### config.mk
export PLATFORM = sky130hd
export DESIGN_NAME = char_lcd_nibble_write_sequencer
export DESIGN_NICKNAME = d
export VERILOG_FILES = /design/src/design/lcdseq_pkg.sv /design/src/design/lcdseq_ctrl.sv /design/src/design/lcdseq_dp.sv /design/src/design/char_lcd_nibble_write_sequencer.sv
export SDC_FILE = /design/constraint.sdc
export NUM_CORES = 1
export LEC_CHECK = 0
export ABC_CLOCK_PERIOD_IN_PS = 2550
export BUFFER_PORTS_ARGS = -buffer_cell sky130_fd_sc_hd__buf_2
export CAP_MARGIN = 5
export CORE_UTILIZATION = 51
export CTS_BUF_LIST = sky130_fd_sc_hd__clkbuf_4
export CTS_CLUSTER_SIZE = 40
export DETAILED_ROUTE_END_ITERATION = 8
export PLACE_DENSITY = 0.78
export SYNTH_ARGS = -nofsm -noshare
export SYNTH_HDL_FRONTEND = slang
export SYNTH_HIERARCHICAL = 1
export SYNTH_SLANG_ARGS = --single-unit
### constraint.sdc
create_clock -name clk_i -period 2.55 [get_ports clk_i]
set_input_delay 0.51 -clock clk_i [delete_from_list [all_inputs] [get_ports clk_i]]
set_output_delay 0.51 -clock clk_i [all_outputs]
set_load 0.005 [all_outputs]
### src/design/lcdseq_pkg.sv
// ----------------------------------------------------------------------------
// lcdseq_pkg
// Shared types, codes and the microcode program of the LCD nibble sequencer.
// ----------------------------------------------------------------------------
package lcdseq_pkg;

  localparam int unsigned PcW   = 6;
  localparam int unsigned ByteW = 8;
  localparam int unsigned NibW  = 4;
  localparam int unsigned HoldW = 8;
  localparam int unsigned CfgAW = 1;

  // Command codes
  typedef enum logic [2:0] {
    MODE_DATA   = 3'd0,
    MODE_INSTR  = 3'd1,
    MODE_SETPOS = 3'd2,
    MODE_CURSOR = 3'd3,
    MODE_CLEAR  = 3'd4,
    MODE_INIT   = 3'd5
  } mode_e;

  // Configuration register indexes
  localparam logic [CfgAW-1:0] CFG_PHASE_HOLD = 1'b0;
  localparam logic [CfgAW-1:0] CFG_POWER_WAIT = 1'b1;

  localparam logic [HoldW-1:0] PHASE_HOLD_RST = 8'd5;
  localparam logic [HoldW-1:0] POWER_WAIT_RST = 8'd45;

  // Enable phases of one byte transfer
  typedef enum logic [1:0] {
    PH_HI_EN  = 2'd0,
    PH_HI_DIS = 2'd1,
    PH_LO_EN  = 2'd2,
    PH_LO_DIS = 2'd3
  } phase_e;

  // Program entry points
  localparam logic [PcW-1:0] ENTRY_BYTE = 6'd0;
  localparam logic [PcW-1:0] ENTRY_INIT = 6'd4;
  localparam logic [PcW-1:0] INIT_FIRST = 6'd5;
  localparam logic [PcW-1:0] PROG_LAST  = 6'd32;

  // Fixed instruction bytes
  localparam logic [ByteW-1:0] BYTE_CLEAR    = 8'h01;
  localparam logic [ByteW-1:0] BYTE_SETPOS   = 8'h80;
  localparam logic [ByteW-1:0] BYTE_ROW1     = 8'h40;
  localparam logic [ByteW-1:0] BYTE_CUR_OFF  = 8'b0000_1100;
  localparam logic [ByteW-1:0] BYTE_CUR_ON   = 8'b0000_1110;
  localparam logic [ByteW-1:0] BYTE_CUR_BLNK = 8'h0F;

  // One microcode word
  typedef struct packed {
    logic       wait_evt;  // emit the power-up wait event
    logic       use_init;  // byte comes from the init table
    logic [2:0] init_idx;
    phase_e     phase;
    logic       done;      // last step of the command
  } cw_t;

  // Step issued from the sequencer to the datapath
  typedef struct packed {
    logic fire;
    cw_t  cw;
  } step_t;

  function automatic logic [ByteW-1:0] init_byte(input logic [2:0] idx);
    logic [ByteW-1:0] b;
    unique case (idx)
      3'd0:    b = 8'h33;
      3'd1:    b = 8'h32;
      3'd2:    b = 8'h28;
      3'd3:    b = 8'h08;
      3'd4:    b = 8'h01;
      3'd5:    b = 8'h06;
      3'd6:    b = 8'h0F;
      default: b = 8'h0F;
    endcase
    return b;
  endfunction

  // Program: one byte at ENTRY_BYTE, wait plus seven init bytes at ENTRY_INIT
  function automatic cw_t prog_rom(input logic [PcW-1:0] pc);
    cw_t            cw;
    logic [PcW-1:0] off;
    cw  = '0;
    off = pc - INIT_FIRST;
    if (pc < ENTRY_INIT) begin
      cw.phase = phase_e'(pc[1:0]);
      cw.done  = (pc[1:0] == 2'd3);
    end else if (pc == ENTRY_INIT) begin
      cw.wait_evt = 1'b1;
    end else if (pc <= PROG_LAST) begin
      cw.use_init = 1'b1;
      cw.init_idx = off[4:2];
      cw.phase    = phase_e'(off[1:0]);
      cw.done     = (pc == PROG_LAST);
    end else begin
      cw.done = 1'b1;
    end
    return cw;
  endfunction

endpackage

### src/design/lcdseq_ctrl.sv
// ----------------------------------------------------------------------------
// lcdseq_ctrl
// Step counter over the microcode program, with dispatch on the command mode.
// ----------------------------------------------------------------------------
module lcdseq_ctrl (
  input  logic                clk_i,
  input  logic                rst_ni,
  input  logic                start_i,   // command transaction accepted
  input  logic [2:0]          mode_i,
  input  logic [7:0]          value_i,
  input  logic                adv_i,     // event register can take a step
  output logic                busy_o,
  output lcdseq_pkg::step_t   step_o
);

  logic [lcdseq_pkg::PcW-1:0] pc_q, pc_d;
  logic                       run_q, run_d;
  logic                       go;
  logic [lcdseq_pkg::PcW-1:0] entry;
  lcdseq_pkg::cw_t            cw;

  // Dispatch: pick the entry point, drop commands that emit nothing
  always_comb begin
    go    = 1'b0;
    entry = lcdseq_pkg::ENTRY_BYTE;
    unique case (mode_i)
      lcdseq_pkg::MODE_DATA,
      lcdseq_pkg::MODE_INSTR,
      lcdseq_pkg::MODE_SETPOS,
      lcdseq_pkg::MODE_CLEAR:  go = 1'b1;
      lcdseq_pkg::MODE_CURSOR: go = (value_i <= 8'd2);
      lcdseq_pkg::MODE_INIT: begin
        go    = 1'b1;
        entry = lcdseq_pkg::ENTRY_INIT;
      end
      default:                 go = 1'b0;
    endcase
  end

  assign cw = lcdseq_pkg::prog_rom(pc_q);

  // Advance the step counter, stop on the done step
  always_comb begin
    pc_d  = pc_q;
    run_d = run_q;
    priority if (start_i && go) begin
      pc_d  = entry;
      run_d = 1'b1;
    end else if (run_q && adv_i) begin
      pc_d  = pc_q + 1'b1;
      run_d = !cw.done;
    end
  end

  always_ff @(posedge clk_i or negedge rst_ni) begin
    if (!rst_ni) begin
      pc_q  <= '0;
      run_q <= 1'b0;
    end else begin
      pc_q  <= pc_d;
      run_q <= run_d;
    end
  end

  assign busy_o      = run_q;
  assign step_o.fire = run_q && adv_i;
  assign step_o.cw   = cw;

endmodule

### src/design/lcdseq_dp.sv
// ----------------------------------------------------------------------------
// lcdseq_dp
// Command byte, hold registers, driven pin state and the pin event register.
// ----------------------------------------------------------------------------
module lcdseq_dp (
  input  logic              clk_i,
  input  logic              rst_ni,
  input  logic              cfg_we_i,
  input  logic [0:0]        cfg_addr_i,
  input  logic [7:0]        cfg_wdata_i,
  input  logic              load_i,     // command transaction accepted
  input  logic [2:0]        mode_i,
  input  logic [7:0]        value_i,
  input  logic [7:0]        col_i,
  input  logic [7:0]        row_i,
  input  lcdseq_pkg::step_t step_i,
  input  logic              ev_ready_i,
  output logic              adv_o,
  output logic              ev_valid_o,
  output logic              ev_rs_o,
  output logic              ev_en_o,
  output logic [3:0]        ev_nib_o,
  output logic [7:0]        ev_hold_o,
  output logic              ev_last_o
);

  logic [7:0] phase_hold_q, power_wait_q;
  logic [7:0] byte_q, byte_d;
  logic       rs_q, rs_d;
  logic [3:0] drv_nib_q;
  logic       drv_rs_q;
  logic       ev_valid_q;
  logic       ev_rs_q, ev_en_q, ev_last_q;
  logic [3:0] ev_nib_q;
  logic [7:0] ev_hold_q;
  logic [4:0] col_sum;
  logic [3:0] col_mod;
  logic [7:0] pos_byte;
  logic [7:0] cur_byte;
  logic [7:0] src_byte;
  logic       src_rs;
  logic [3:0] src_nib;

  // Configuration registers
  always_ff @(posedge clk_i or negedge rst_ni) begin
    if (!rst_ni) begin
      phase_hold_q <= lcdseq_pkg::PHASE_HOLD_RST;
      power_wait_q <= lcdseq_pkg::POWER_WAIT_RST;
    end else if (cfg_we_i) begin
      unique case (cfg_addr_i)
        lcdseq_pkg::CFG_PHASE_HOLD: phase_hold_q <= cfg_wdata_i;
        lcdseq_pkg::CFG_POWER_WAIT: power_wait_q <= cfg_wdata_i;
        default:                    phase_hold_q <= phase_hold_q;
      endcase
    end
  end

  // Column mod 15: 16 is 1 mod 15, so fold the nibbles and correct once
  always_comb begin
    col_sum = {1'b0, col_i[7:4]} + {1'b0, col_i[3:0]};
    priority if (col_sum >= 5'd30) col_mod = 4'(col_sum - 5'd30);
    else if (col_sum >= 5'd15)     col_mod = 4'(col_sum - 5'd15);
    else                           col_mod = col_sum[3:0];
  end

  assign pos_byte = lcdseq_pkg::BYTE_SETPOS
                  | (row_i[0] ? lcdseq_pkg::BYTE_ROW1 : 8'h00)
                  | {4'h0, ((col_i > 8'd15) ? col_mod : col_i[3:0])};

  always_comb begin
    unique case (value_i[1:0])
      2'd0:    cur_byte = lcdseq_pkg::BYTE_CUR_OFF;
      2'd1:    cur_byte = lcdseq_pkg::BYTE_CUR_ON;
      default: cur_byte = lcdseq_pkg::BYTE_CUR_BLNK;
    endcase
  end

  // Latch the command byte and its register select
  always_comb begin
    byte_d = byte_q;
    rs_d   = rs_q;
    if (load_i) begin
      rs_d = 1'b0;
      unique case (mode_i)
        lcdseq_pkg::MODE_DATA: begin
          byte_d = value_i;
          rs_d   = 1'b1;
        end
        lcdseq_pkg::MODE_INSTR:  byte_d = value_i;
        lcdseq_pkg::MODE_SETPOS: byte_d = pos_byte;
        lcdseq_pkg::MODE_CURSOR: byte_d = cur_byte;
        lcdseq_pkg::MODE_CLEAR:  byte_d = lcdseq_pkg::BYTE_CLEAR;
        default:                 byte_d = byte_q;
      endcase
    end
  end

  always_ff @(posedge clk_i) begin
    byte_q <= byte_d;
    rs_q   <= rs_d;
  end

  // Form the pin event of the current step
  assign src_byte = step_i.cw.use_init ? lcdseq_pkg::init_byte(step_i.cw.init_idx) : byte_q;
  assign src_rs   = step_i.cw.use_init ? 1'b0 : rs_q;
  assign src_nib  = (step_i.cw.phase == lcdseq_pkg::PH_HI_EN ||
                     step_i.cw.phase == lcdseq_pkg::PH_HI_DIS) ? src_byte[7:4]
                                                               : src_byte[3:0];

  assign adv_o = !ev_valid_q || ev_ready_i;

  // Driven pins and event valid
  always_ff @(posedge clk_i or negedge rst_ni) begin
    if (!rst_ni) begin
      drv_nib_q  <= '0;
      drv_rs_q   <= 1'b0;
      ev_valid_q <= 1'b0;
    end else begin
      if (step_i.fire) begin
        ev_valid_q <= 1'b1;
      end else if (ev_ready_i) begin
        ev_valid_q <= 1'b0;
      end
      if (step_i.fire && !step_i.cw.wait_evt &&
          step_i.cw.phase == lcdseq_pkg::PH_LO_DIS) begin
        drv_nib_q <= src_nib;
        drv_rs_q  <= src_rs;
      end
    end
  end

  // Event payload
  always_ff @(posedge clk_i) begin
    if (step_i.fire) begin
      ev_last_q <= step_i.cw.done;
      if (step_i.cw.wait_evt) begin
        ev_rs_q   <= drv_rs_q;
        ev_en_q   <= 1'b0;
        ev_nib_q  <= drv_nib_q;
        ev_hold_q <= power_wait_q;
      end else begin
        ev_rs_q   <= src_rs;
        ev_en_q   <= (step_i.cw.phase == lcdseq_pkg::PH_HI_EN ||
                      step_i.cw.phase == lcdseq_pkg::PH_LO_EN);
        ev_nib_q  <= src_nib;
        ev_hold_q <= phase_hold_q;
      end
    end
  end

  assign ev_valid_o = ev_valid_q;
  assign ev_rs_o    = ev_rs_q;
  assign ev_en_o    = ev_en_q;
  assign ev_nib_o   = ev_nib_q;
  assign ev_hold_o  = ev_hold_q;
  assign ev_last_o  = ev_last_q;

endmodule

### src/design/char_lcd_nibble_write_sequencer.sv
// ----------------------------------------------------------------------------
// char_lcd_nibble_write_sequencer
// Turns LCD commands into 4-bit bus pin events (RS, E, data nibble, hold).
// ----------------------------------------------------------------------------
// channel   direction  transaction
// s_axis    in         one command: mode, value, col, row
// m_axis    out        one pin event; tlast on the final event of a command
// cfg       in         register write, no handshake
//
// A command is accepted only while the sequencer is idle. Byte commands give
// four events, one per cycle; init gives 29. The next command can be taken
// once the final event is loaded, as the microcode step counter stops at the
// same edge. Commands that emit nothing leave the sequencer idle.
// m_axis_tready low holds the event register and the step counter. Reset
// clears control and pin state.
// ----------------------------------------------------------------------------
module char_lcd_nibble_write_sequencer (
  input  logic        clk_i,
  input  logic        rst_ni,
  input  logic        cfg_we_i,
  input  logic [0:0]  cfg_addr_i,
  input  logic [7:0]  cfg_wdata_i,
  input  logic        s_axis_tvalid,
  output logic        s_axis_tready,
  input  logic [31:0] s_axis_tdata,   // mode[2:0], value[10:3], col[18:11], row[26:19]
  output logic        m_axis_tvalid,
  input  logic        m_axis_tready,
  output logic [15:0] m_axis_tdata,   // enable[0], bus_nibble[4:1], hold_ms[12:5]
  output logic [0:0]  m_axis_tuser,   // reg_select[0]
  output logic        m_axis_tlast
);

  logic              busy;
  logic              adv;
  logic              accept;
  lcdseq_pkg::step_t step;
  logic              ev_en;
  logic [3:0]        ev_nib;
  logic [7:0]        ev_hold;
  logic              ev_rs;

  assign s_axis_tready = !busy;
  assign accept        = s_axis_tvalid && s_axis_tready;

  // Step counter and microcode
  lcdseq_ctrl u_ctrl (
    .clk_i   (clk_i),
    .rst_ni  (rst_ni),
    .start_i (accept),
    .mode_i  (s_axis_tdata[2:0]),
    .value_i (s_axis_tdata[10:3]),
    .adv_i   (adv),
    .busy_o  (busy),
    .step_o  (step)
  );

  // Datapath and event register
  lcdseq_dp u_dp (
    .clk_i       (clk_i),
    .rst_ni      (rst_ni),
    .cfg_we_i    (cfg_we_i),
    .cfg_addr_i  (cfg_addr_i),
    .cfg_wdata_i (cfg_wdata_i),
    .load_i      (accept),
    .mode_i      (s_axis_tdata[2:0]),
    .value_i     (s_axis_tdata[10:3]),
    .col_i       (s_axis_tdata[18:11]),
    .row_i       (s_axis_tdata[26:19]),
    .step_i      (step),
    .ev_ready_i  (m_axis_tready),
    .adv_o       (adv),
    .ev_valid_o  (m_axis_tvalid),
    .ev_rs_o     (ev_rs),
    .ev_en_o     (ev_en),
    .ev_nib_o    (ev_nib),
    .ev_hold_o   (ev_hold),
    .ev_last_o   (m_axis_tlast)
  );

  assign m_axis_tdata = {3'b000, ev_hold, ev_nib, ev_en};
  assign m_axis_tuser = ev_rs;

endmodule

==> key figures <==
Run status
  • Status: finished clean

Yosys
  • Gate Count Post-Synth: 287
  • FFs w/ async S/R, synth: 54.72%
  • Yosys reg bits: 53
  • Top cell type's share of synthesized area: 23.43%
  • Top-count cell post-synth: nand2_1
  • Top FF cell, synth: edfxtp_1
  • Cell variety after synth: 61
  • Top post-synthesis cells by area: edfxtp_1, dfrtp_1, mux2_2
  • Post-synth top cells: nand2_1, mux2_2, edfxtp_1
  • Yosys warns: 6
  • Post-synth EDFFs: 24
  • Syn_area_per_cell: 10.72 sq um
  • Post-synthesis sequential area ratio: 47.27%
  • Cell area after synthesis: 0.003075 sq mm
  • Cell taking the most area after synthesis: edfxtp_1

Die
  • Core area: 0.005642 sq mm
  • Initial Util: 54.51%
  • Chip Width: 79.66 um
  • Die height: 79.66 um
  • IO Count: 66
  • Row count: 27
  • Full die area: 0.006345 sq mm

Finish
  • Post-layout nets: 407
  • Area growth syn-to-layout: 15.38%
  • Share of layout cells above drive strength 1: 35.90%
  • Fillers: 452
  • Final Util: 62.90%
  • Antenna diodes: 0

Pwr
  • Net Sw Frac: 36.51%
  • Part of the power in combinational logic: 47.0%
  • NetSw: 0.001162 W
  • Total power: 0.003182 W
  • Clock power share: 11.7%
  • Pleak: 1.555 nW
  • Power per standard cell area: 896.6 mW/mm^2
  • VDD IR max: 0.0003774 V
  • Seq pwr share: 41.3%
  • Pint: 0.002020 W

Placement
  • Post-DP HPWL: 4414 um
  • RePlAce Congestion: 0.8387
  • Pre-CTS WS: -162.9 ps
  • Port buffer count: 50

Timing
  • Fmax: 0.4324 GHz
  • Hold Slack: 136.6 ps
  • Tmin final: 2313 ps
  • RSZ-0062 raised after global routing: no
  • Worst clock skew: 14.64 ps
  • Setup-failing EPs final: 0
  • Fin. Hold Viols: 0
  • Setup slack after layout: 237.1 ps
  • Setup tns final: 0 ps
  • Max-slew violation count: 0
  • Rel. slew slack: 56.92%
  • Final Cycle Share: 90.70%
  • Slew at the pin closest to its max-slew limit: 646.2 ps

Critical path
  • CP endpoint kind: flip-flop
  • Critical path launch point: s_axis_tdata[11]
  • Worst Path Arrival: 2420 ps
  • Reg2reg setup slack: 280 ps
  • Worst setup SP type: input port
  • WP data required: 2660 ps
  • R2r endpoint: u_dp/ev_nib_o[2]$_DFFE_PP_
  • CP Capture Point: u_dp/byte_q[0]$_DFFE_PP_
  • CP Max Fanout: 3
  • Worst R2R Path Depth: 10
  • Crit Path Class: in2reg
  • Reg-to-reg startpoint: u_ctrl/pc_q[1]$_DFFE_PN0P_

Global routing
  • Vias in the first global route: 2308
  • Initial antenna violation count: 0
  • Largest net degree at the start of global routing: 30
  • First-pass GRT wire length: 9894 um
  • Total GRT Usage: 20.21%
  • Total grt overflow: 0

Route
  • Routed Antenna Nets: 0
  • Drt pass-1 iters: 4
  • DRC Markers: 0
  • 1st-iter DRT viols: 99
  • Wire per inst: 13.58 um
  • Total number of vias: 2357
  • Final WL: 5743 um
  • Via density per instance: 5.572

Job
  • Max Cap Viol: 0

CTS
  • Clk_lat worst skew: 370 ps
  • Clock tree buffer depth: 2
  • Number of clock sinks: 53
  • Clock slew at reported path FFs: 150 ps
  • Hold bufs inserted after CTS: 0
  • Clock root buffer: clkbuf_4
  • CTS H-tree lvls: 2
  • Cts bufs inserted: 5
  • CTS tree: yes

Min path
  • Hold Path Class: in2async
## layout by cell type (no fill, tap or decap), types with 2 or more instances in the layout
cell type	Yosys	routed
mux2_2	28	28
nand3_1	2	2
nor4_1	4	3
o21ai_0	18	18
clkbuf_4	0	6
conb_1	1	3
a31oi_1	4	4
and2_1	2	2
dfrtp_1	23	23
mux2i_1	5	5
ha_1	10	10
xor2_1	5	5
dfstp_2	6	6
a211oi_1	2	2
buf_4	4	19
nand4_1	2	2
nand2b_1	5	5
nand2_2	2	2
nand2_1	29	29
nor2_1	17	17
a21oi_1	17	17
nor2b_1	5	5
a21o_1	6	6
buf_2	2	50
a22o_1	3	3
a21boi_0	2	2
inv_1	12	12
o221ai_1	2	2
a41oi_1	2	2
edfxtp_1	24	24
xnor2_1	4	4
## critical path, stage by stage
cell and delay [ps]:
buf_2 110, ha_1 220, fa_2 360, xor2_1 170, ha_1 240, a22o_1 230, a31o_1 230, nand2_2 80
xnor2_1 120, a41oi_1 140
## metrics by stage
step / area, sq um / cells
CTS: 3545 / 423
floorplan: 3085 / 289
detailed placement: 3486 / 415
global placement: 3486 / 415
global route: 3548 / 423
finish: 3548 / 423
## registers in the layout, indices dropped and copies added, names as in the netlist
signal,flops
u_ctrl/busy_o,1
u_dp/ev_rs_o,1
u_dp/phase_hold_q,8
u_dp/ev_en_o,1
u_dp/ev_hold_o,8
u_dp/ev_valid_o,1
u_dp/power_wait_q,8
u_dp/drv_rs_q,1
u_ctrl/pc_q,6
u_dp/rs_q,1
u_dp/ev_nib_o,4
u_dp/byte_q,8
u_dp/ev_last_o,1
u_dp/drv_nib_q,4
## routing by layer
metal | global-route usage, % | routed length, um
met1 | 24.54 | 2605
met4 | 8.909 | 80
met5 | 0 | 0
met3 | 2.971 | 277
met2 | 35.30 | 2780
## worst min path at each step
stage,startpoint,to,slack (ps),cells after the start
after floorplan,rst_ni,u_ctrl/busy_o$_DFFE_PN0P_,210,0
after global placement,u_dp/drv_nib_q[1]$_DFFE_PN0P_,u_dp/drv_nib_q[1]$_DFFE_PN0P_,460,2
after detailed placement,u_dp/drv_nib_q[0]$_DFFE_PN0P_,u_dp/drv_nib_q[0]$_DFFE_PN0P_,470,2
after CTS,rst_ni,u_dp/drv_nib_q[3]$_DFFE_PN0P_,150,1
after global routing,rst_ni,u_dp/phase_hold_q[5]$_DFFE_PN0P_,180,1
final,rst_ni,u_dp/power_wait_q[7]$_DFFE_PN0P_,140,1
## final cells by class
class,count,area (sq um),area share [%]
Tap cell,72,90.09,2.539
Clock buffer,6,45.04,1.269
Timing Repair Buffer,69,392.9,11.07
Multi-Input combinational cell,209,1508,42.49
Inverter,12,45.04,1.269
Sequential cell,53,1454,40.97
Clock inverter,2,13.76,0.3879
## logic make-up (layout without fill, tap and decap cells)
group | Yosys count | after routing | synth area share [%]
flops | 53 | 53 | 47.27
xor+xnor | 9 | 9 | 2.563
compound gates | 71 | 71 | 15.26
buf+inv | 27 | 89 | 4.353
other cells | 1 | 3 | 0.1219
mux | 33 | 33 | 11.88
simple gates | 82 | 82 | 13.83
fa+ha+maj | 11 | 11 | 4.719
## what timing repair did
action	4_1_cts	5_1_grt
resized for setup	0	1
buffers inserted	0	0
endpoints found under the setup margin	0	1
## power groups by stage
stage / combinational, W / clock, W / sequential, W
finish: 0.00150 / 0.000373 / 0.00131
global route: 0.00169 / 0.000420 / 0.00134
CTS: 0.00150 / 0.000387 / 0.00132
detailed placement: 0.00149 / 0 / 0.00134
global placement: 0.00144 / 0 / 0.00133
floorplan: 0.00103 / 0 / 0.00134
No activity file was read; power rests on OpenSTA's default activity.
